==> src/rtl/fastcgi_response_deframer_defines.svh <==
// Assertion macros shared by the FastCGI response deframer modules.
`ifndef FASTCGI_RESPONSE_DEFRAMER_DEFINES_SVH
`define FASTCGI_RESPONSE_DEFRAMER_DEFINES_SVH

`ifndef SYNTH

// A property checked on every rising edge of clk while rst is low.
`define FCGI_ASSERT(label, prop) \
  label: assert property (@(posedge clk) disable iff (rst) prop) \
    else $error("fastcgi deframer assertion failed");

// The consequent must hold in the same cycle as the antecedent.
`define FCGI_ASSERT_IMPLY(label, ante, cons) \
  `FCGI_ASSERT(label, (ante) |-> (cons))

// The consequent must hold in the cycle after the antecedent.
`define FCGI_ASSERT_NEXT(label, ante, cons) \
  `FCGI_ASSERT(label, (ante) |=> (cons))

`else

`define FCGI_ASSERT(label, prop)
`define FCGI_ASSERT_IMPLY(label, ante, cons)
`define FCGI_ASSERT_NEXT(label, ante, cons)

`endif

`endif

==> src/rtl/fcgi_pkg.sv <==
// Types and constants shared by the FastCGI response deframer modules.
package fcgi_pkg;

  // Record layout.
  localparam int HdrBytes     = 8;
  localparam int EndBodyBytes = 8;

  localparam logic [2:0] HDR_LAST  = 3'(HdrBytes - 1);
  localparam logic [2:0] END_LAST  = 3'(EndBodyBytes - 1);

  // Byte positions inside a record header.
  localparam logic [2:0] HDR_TYPE    = 3'd1;
  localparam logic [2:0] HDR_ID_HI   = 3'd2;
  localparam logic [2:0] HDR_ID_LO   = 3'd3;
  localparam logic [2:0] HDR_CLEN_HI = 3'd4;
  localparam logic [2:0] HDR_CLEN_LO = 3'd5;
  localparam logic [2:0] HDR_PAD     = 3'd6;

  // Byte positions inside an end-request body.
  localparam logic [2:0] END_STATUS_BYTES = 3'd4;
  localparam logic [2:0] END_PROTO_INDEX  = 3'd4;

  // Record types handled by the block.
  localparam logic [7:0] TYPE_END_REQUEST = 8'd3;
  localparam logic [7:0] TYPE_STDOUT      = 8'd6;
  localparam logic [7:0] TYPE_STDERR      = 8'd7;

  // Result kinds.
  typedef enum logic [1:0] {
    KIND_STDOUT      = 2'd0,
    KIND_STDERR      = 2'd1,
    KIND_ENDED       = 2'd2,
    KIND_UNSUPPORTED = 2'd3
  } kind_t;

  // Parser phases, one-hot.
  typedef enum logic [5:0] {
    PH_HEADER   = 6'b000001,
    PH_CONTENT  = 6'b000010,
    PH_PADDING  = 6'b000100,
    PH_END_BODY = 6'b001000,
    PH_ENDED    = 6'b010000,
    PH_HALTED   = 6'b100000
  } phase_t;

  // One result item.
  typedef struct packed {
    kind_t       kind;
    logic [7:0]  data_byte;
    logic [15:0] req_id;
    logic [31:0] app_code;
    logic [7:0]  proto_code;
  } result_t;

endpackage

==> src/rtl/fcgi_parser.sv <==
// Record parser: header collection, content, padding and end-body tracking.
`include "fastcgi_response_deframer_defines.svh"

module fcgi_parser import fcgi_pkg::*; (
  input  logic       clk,
  input  logic       rst,
  input  logic       step,
  input  logic [7:0] byte_in,
  output logic       res_valid,
  output result_t    res
);

  phase_t      phase, phase_next;
  logic [2:0]  byte_index, byte_index_next;
  logic [7:0]  header_store [HdrBytes];
  logic [15:0] content_remaining, content_remaining_next;
  logic [7:0]  padding_remaining, padding_remaining_next;
  logic [7:0]  record_kind, record_kind_next;
  logic [31:0] status_shift, status_shift_next;
  logic        hdr_we;
  logic [15:0] hdr_clen;

  assign hdr_clen = {header_store[HDR_CLEN_HI], header_store[HDR_CLEN_LO]};

  // Next state and result for the byte now at the input register.
  always_comb begin
    phase_next             = phase;
    byte_index_next        = byte_index;
    content_remaining_next = content_remaining;
    padding_remaining_next = padding_remaining;
    record_kind_next       = record_kind;
    status_shift_next      = status_shift;
    hdr_we                 = 1'b0;
    res_valid              = 1'b0;
    res                    = '0;
    res.kind               = KIND_STDOUT;

    unique case (phase)
      PH_HEADER: begin
        hdr_we = 1'b1;
        if (byte_index != HDR_LAST) begin
          byte_index_next = byte_index + 3'd1;
        end else begin
          // The last header byte is not needed for decoding, so the stored
          // bytes are complete here.
          byte_index_next        = '0;
          record_kind_next       = header_store[HDR_TYPE];
          content_remaining_next = hdr_clen;
          padding_remaining_next = header_store[HDR_PAD];
          if (header_store[HDR_TYPE] == TYPE_END_REQUEST) begin
            status_shift_next = '0;
            phase_next        = PH_END_BODY;
          end else if (header_store[HDR_TYPE] == TYPE_STDOUT ||
                       header_store[HDR_TYPE] == TYPE_STDERR) begin
            if (hdr_clen != 16'd0) begin
              phase_next = PH_CONTENT;
            end else if (header_store[HDR_PAD] != 8'd0) begin
              phase_next = PH_PADDING;
            end else begin
              phase_next = PH_HEADER;
            end
          end else begin
            phase_next = PH_HALTED;
            res_valid  = 1'b1;
            res.kind   = KIND_UNSUPPORTED;
          end
        end
      end

      PH_CONTENT: begin
        res_valid              = 1'b1;
        res.kind               = (record_kind == TYPE_STDERR) ? KIND_STDERR : KIND_STDOUT;
        res.data_byte          = byte_in;
        content_remaining_next = content_remaining - 16'd1;
        if (content_remaining_next == 16'd0) begin
          phase_next = (padding_remaining != 8'd0) ? PH_PADDING : PH_HEADER;
        end
      end

      PH_PADDING: begin
        padding_remaining_next = padding_remaining - 8'd1;
        if (padding_remaining_next == 8'd0) begin
          phase_next = PH_HEADER;
        end
      end

      PH_END_BODY: begin
        // Status bytes shift in big-endian; the protocol status reuses a
        // header slot that the end result no longer needs.
        if (byte_index < END_STATUS_BYTES) begin
          status_shift_next = {status_shift[23:0], byte_in};
        end else if (byte_index == END_PROTO_INDEX) begin
          hdr_we = 1'b1;
        end
        if (byte_index != END_LAST) begin
          byte_index_next = byte_index + 3'd1;
        end else begin
          byte_index_next = '0;
          phase_next      = PH_ENDED;
          res_valid       = 1'b1;
          res.kind        = KIND_ENDED;
          res.req_id      = {header_store[HDR_ID_HI], header_store[HDR_ID_LO]};
          res.app_code    = status_shift;
          res.proto_code  = header_store[END_PROTO_INDEX];
        end
      end

      PH_ENDED, PH_HALTED: begin
        // All input is dropped until reset.
      end

      default: begin
        // Codes outside the phase set behave as halted.
      end
    endcase
  end

  // Control state.
  always_ff @(posedge clk) begin
    if (rst) begin
      phase             <= PH_HEADER;
      byte_index        <= '0;
      content_remaining <= '0;
      padding_remaining <= '0;
      record_kind       <= '0;
      status_shift      <= '0;
    end else if (step) begin
      phase             <= phase_next;
      byte_index        <= byte_index_next;
      content_remaining <= content_remaining_next;
      padding_remaining <= padding_remaining_next;
      record_kind       <= record_kind_next;
      status_shift      <= status_shift_next;
    end
  end

  // Header bytes, written at the current byte position.
  always_ff @(posedge clk) begin
    if (step && hdr_we) begin
      header_store[byte_index] <= byte_in;
    end
  end

  `FCGI_ASSERT_IMPLY(a_content_nonzero, phase == PH_CONTENT, content_remaining != 16'd0)
  `FCGI_ASSERT_IMPLY(a_padding_nonzero, phase == PH_PADDING, padding_remaining != 8'd0)
  `FCGI_ASSERT_IMPLY(a_index_idle, phase != PH_HEADER && phase != PH_END_BODY, byte_index == 3'd0)
  `FCGI_ASSERT_NEXT(a_end_result_ends, step && res_valid && res.kind == KIND_ENDED, phase == PH_ENDED)
  `FCGI_ASSERT_NEXT(a_ended_sticks, phase == PH_ENDED, phase == PH_ENDED)

endmodule

==> src/rtl/fcgi_out_stage.sv <==
// Output register holding one result item until it is taken.
module fcgi_out_stage import fcgi_pkg::*; (
  input  logic    clk,
  input  logic    rst,
  input  logic    load,
  input  result_t load_res,
  output logic    can_load,
  output logic    out_valid,
  input  logic    out_ready,
  output result_t res_q
);

  // A new item may enter when the register is empty or is being drained.
  assign can_load = !out_valid || out_ready;

  always_ff @(posedge clk) begin
    if (rst) begin
      out_valid <= 1'b0;
    end else if (load) begin
      out_valid <= 1'b1;
    end else if (out_ready) begin
      out_valid <= 1'b0;
    end
  end

  // Payload needs no reset.
  always_ff @(posedge clk) begin
    if (load) begin
      res_q <= load_res;
    end
  end

endmodule

==> src/rtl/fastcgi_response_deframer.sv <==
// Top level of the FastCGI response deframer.
//
//  Channel  Handshake              Payload
//  -------  ---------------------  ---------------------------------------------
//  input    in_valid / in_ready    in_byte
//  output   out_valid / out_ready  kind, data_byte, req_id, app_code,
//                                  proto_code
//
// One byte per clock is sustained unless a stalled output holds a byte with a result;
// each byte is parsed combinationally between the input register and the output register.
// A result becomes valid once its byte has passed through the input register and
// has then been loaded into the output register.
// rst is synchronous and returns the parser to header collection.
// A stalled output holds only bytes that produce results; others keep flowing.
module fastcgi_response_deframer import fcgi_pkg::*; (
  input  logic        clk,
  input  logic        rst,
  input  logic        in_valid,
  output logic        in_ready,
  input  logic [7:0]  in_byte,
  output logic        out_valid,
  input  logic        out_ready,
  output logic [1:0]  kind,
  output logic [7:0]  data_byte,
  output logic [15:0] req_id,
  output logic [31:0] app_code,
  output logic [7:0]  proto_code
);

  logic       inq_valid;
  logic [7:0] inq_byte;
  logic       advance;
  logic       res_valid;
  result_t    res;
  logic       can_load;
  result_t    res_q;

  // The held item moves on unless it has a result and the output is full.
  assign advance  = inq_valid && (!res_valid || can_load);
  assign in_ready = !inq_valid || advance;

  // Input register.
  always_ff @(posedge clk) begin
    if (rst) begin
      inq_valid <= 1'b0;
    end else if (in_valid && in_ready) begin
      inq_valid <= 1'b1;
    end else if (advance) begin
      inq_valid <= 1'b0;
    end
  end

  always_ff @(posedge clk) begin
    if (in_valid && in_ready) begin
      inq_byte <= in_byte;
    end
  end

  fcgi_parser u_parser (
    .clk       (clk),
    .rst       (rst),
    .step      (advance),
    .byte_in   (inq_byte),
    .res_valid (res_valid),
    .res       (res)
  );

  fcgi_out_stage u_out (
    .clk       (clk),
    .rst       (rst),
    .load      (advance && res_valid),
    .load_res  (res),
    .can_load  (can_load),
    .out_valid (out_valid),
    .out_ready (out_ready),
    .res_q     (res_q)
  );

  assign kind       = res_q.kind;
  assign data_byte  = res_q.data_byte;
  assign req_id     = res_q.req_id;
  assign app_code   = res_q.app_code;
  assign proto_code = res_q.proto_code;

endmodule

==> config.mk <==
export PLATFORM = sky130hd
export DESIGN_NAME = fastcgi_response_deframer
export DESIGN_NICKNAME = d
export VERILOG_FILES = /design/src/rtl/fcgi_pkg.sv /design/src/rtl/fcgi_parser.sv /design/src/rtl/fcgi_out_stage.sv /design/src/rtl/fastcgi_response_deframer.sv
export VERILOG_INCLUDE_DIRS = /design/src /design/src/rtl
export SDC_FILE = /design/constraint.sdc
export NUM_CORES = 1
export LEC_CHECK = 0
export BUFFER_PORTS_ARGS = -buffer_cell sky130_fd_sc_hd__buf_2
export CELL_PAD_IN_SITES_DETAIL_PLACEMENT = 1
export CELL_PAD_IN_SITES_GLOBAL_PLACEMENT = 1
export CORE_MARGIN = 5
export CORE_UTILIZATION = 47
export CTS_CLUSTER_SIZE = 28
export DETAILED_ROUTE_END_ITERATION = 16
export PLACE_DENSITY = 0.78
export RECOVER_POWER = 100
export SETUP_SLACK_MARGIN = 0.5
export SYNTH_ARGS = -nofsm -noshare
export SYNTH_HDL_FRONTEND = slang
export SYNTH_HIERARCHICAL = 1
export SYNTH_SLANG_ARGS = --single-unit
==> constraint.sdc <==
create_clock -name clk -period 4.1 [get_ports clk]
set_input_delay 1.025 -clock clk [delete_from_list [all_inputs] [get_ports clk]]
set_output_delay 1.025 -clock clk [all_outputs]
set_load 0.03 [all_outputs]
==> flow_summary.toml <==
[clock_network]
cts_buffers = 17
clockBufferDepth = 2
htree_num_levels = 4
clk-insertion-delay-late_ns = 0.45
cts_sinks = 197
postCtsHoldBufs = 0
cts_tree = "done"
clk_pin_slew_worst_paths_ns = 0.08
cts-root-buf = "clkbuf_16"

[placed_design]
dp.cells = 971
gp_congestion = 0.882
dp_hpwl_um = 13400
numPortBuffers = 79

[setup_path]
path_class = "reg -> out"
arrival_ns = 2.61
crit_fanout = 5
cp_data_required_time_ns = 3.07
cp-start-kind = "flop"
worst_setup_path_end_kind = "primary output"

[synth]
synth-async-reset-ratio_pct = 0
yosys_warnings = 6
yosysTopAreaCellShare_pct = 45.3
synth-edff-count = 122
ys_seq_area_share_pct = 63.8
syn-num-nets = 719
avgSynthCellArea_sq_um = 11.6
synth_top_flop_cell = "edfxtp_1"
syn_area_sq_um = 8090
synth_cells = 700
yosys.area.top_type = "edfxtp_1"
synth.top_cells.by_area = "edfxtp_1 45%, dfxtp_1 19%, and3_1 4.7%"
synth_cell_types = 65
synth_seq_cells = 197

[sta]
clock.fmax_mhz = 275
finalCriticalPeriod_ns = 3.64
period_share_pct = 88.7
maxSlewHeadroom_pct = -12.7
rsz0062_at_grt = "false"
finalSetupViolations = 0
tightest_slew_ns = 1.69
fin_skew_ns = 0.0139
tns_ns = 0
slew_viol_final = 68
final-hold-violation-count = 0

[power_and_ir_drop]
p_leak_nw = 3.21
peakVddDrop_uv = 297
power_frac_clock_pct = 43.3
switching_share_pct = 22.0
switchingPower_uw = 839
p_per_area_nw_per_um2 = 418
p_int_mw = 2.98
seq_power_share_pct = 55.8
comb_power_share_pct = 0.9

[job]
maxCapViolations = 1

[finish]
layout_commonest_cell = "edfxtp_1"
seqCellArea_sq_um = 5160
num_antenna_cells = 0
final_cell_count_no_fill = 1005
final_cell_mix = "122 x edfxtp_1, 75 x dfxtp_1, 72 x clkbuf_1"
utilization_pct = 53.3
multi_input_area_sq_um = 2630
nets = 786
layout-drive-gt1-share_pct = 8.97
area_delta_synth_final_pct = 12.8
fill_cells = 1877

[floorplanning]
die_area_sq_um = 19900
row_count = 48
coreArea_sq_um = 17100
io_pins = 80
die_width_um = 141
die_y_um = 141
initial_core_util_pct = 47.3

[route]
wirelength_um = 20300
dr.pass1.iters = 5
vias = 5758
route.detailed.drc = 0
ant_nets = 0
routed_via_density = 5.73
wl_per_cell_um = 20.2
drt_iter0_drc = 392

[global_routing]
antenna_found_initial = 0
track_usage_pct = 20.5
grt_max_degree = 94
overflow = 0
grt_pass1_vias = 6009
grt_pass1_wl_um = 32000

[outcome]
status = "finished with violations"
violations = "capacitance limit, slew limit"

[min_path]
hold_path_class = "reg -> reg"
## power groups by stage
stage | Combinational [mW] | Sequential, mW | Clock (mW)
6_report | 0.0352 | 2.13 | 1.65
5_1_grt | 0.0389 | 2.13 | 1.77
4_1_cts | 0.0364 | 2.13 | 1.68
3_5_place_dp | 0.0357 | 2.18 | 0
3_3_place_gp | 0.0337 | 2.17 | 0
2_1_floorplan | 0.0217 | 2.16 | 0
## repair_timing
item,in CTS,in global routing
hold endpoints to repair,0,0
setup buffers,0,2
setup endpoints to repair,0,33
resized for setup,0,5
## kinds of logic (layout without fill, tap and decap cells)
kind of cell             after synthesis  in the layout  synth area share (%)
AO/OA/AOI/OAI                        133            133                  10.4
XOR/XNOR                               7              7                 0.758
adder cells (fa/ha/maj)                7              7                  1.08
buffers and inverters                 61            141                  3.49
flip-flops                           197            197                  63.8
multiplexers                          10             10                  1.24
AND/OR/NAND/NOR                      285            285                  19.2
## worst paths after layout
| kind | start | to | slack (ns) | cells past startpoint |
|---|---|---|---|---|
| worst min register to register | u_parser/status_shift[24] | u_parser/status_shift[24] | 0.47 | 2 |
| worst min-delay path | u_parser/status_shift[24] | u_parser/status_shift[24] | 0.47 | 2 |
| worst max register to register | u_parser/phase[4] | u_parser/content_remaining[7] | 0.51 | 7 |
| worst max-delay path | u_parser/header_store[1][5] | in_ready | 0.46 | 7 |
## metrics by stage
step,area (sq um),hold slack (ns),setup WS (ns),power (mW)
4_1_cts,9240,0.474,0.569,3.85
6_report,9130,0.466,0.462,3.82
2_1_floorplan,8090,0.427,0.659,2.18
3_3_place_gp,8650,0.441,0.915,2.21
5_1_grt,9130,0.488,0.279,3.95
3_5_place_dp,8650,0.463,0.678,2.21
## routing by layer
| layer | global-route usage [%] | vias to the layer above | part of all wire (%) | routed length [um] |
|---|---|---|---|---|
| met5 | 0 | - | 0 | 0 |
| met4 | 6.94 | 0 | 1.5 | 312 |
| met3 | 3.83 | 25 | 3.5 | 710 |
| met2 | 35.0 | 123 | 50 | 10200 |
| met1 | 26.2 | 2891 | 45 | 9040 |
| li1 | - | 2719 | - | - |
## cells in the mapped netlist (2+ instances only)
library cell,number
a2111oi_0,2
a211oi_1,8
a21oi_1,55
a21oi_2,2
a221oi_1,2
a22oi_1,5
a2bb2oi_1,6
a31oi_1,3
and2_1,9
and3_1,61
buf_2,10
buf_4,4
buf_6,3
clkbuf_1,30
dfxtp_1,75
edfxtp_1,122
ha_1,7
inv_1,13
mux2i_1,10
nand2_1,63
nand2b_1,4
nand3_1,43
nand3b_1,4
nand4_1,6
nor2_1,41
nor2b_1,4
nor3_1,13
nor3b_1,7
nor4_1,12
nor4bb_1,2
o211ai_1,2
o21a_1,6
o21ai_0,24
o21ai_1,2
o22ai_1,2
o2bb2ai_1,2
o31ai_1,2
or3_1,2
xor2_1,6
## area by class of cell
class | count | area share, %
Clock inverter | 15 | 1.78
Inverter | 13 | 0.535
Timing Repair Buffer | 96 | 4.58
Clock buffer | 17 | 4.66
Sequential cell | 197 | 56.6
Tap cell | 225 | 3.08
Multi-Input combinational cell | 442 | 28.8
## critical path, cell delays in order (launching register included)
cell	delay (ns)
edfxtp_1	0.38
or4b_1	0.58
nor3_4	0.29
o21a_1	0.19
nand2b_1	0.18
nand3_2	0.11
nand3b_1	0.23
buf_4	0.21
## flip-flops by register name, summed over array words and instances (netlist names)
register	cells
u_parser/phase	6
u_out/out_valid	1
u_parser/padding_remaining	8
u_parser/content_remaining	16
u_parser/record_kind	8
inq_byte	8
u_parser/status_shift	32
u_parser/header_store	48
u_parser/byte_index	3
inq_valid	1
u_out/res_q	66
Power figures use the tool's default switching activity.
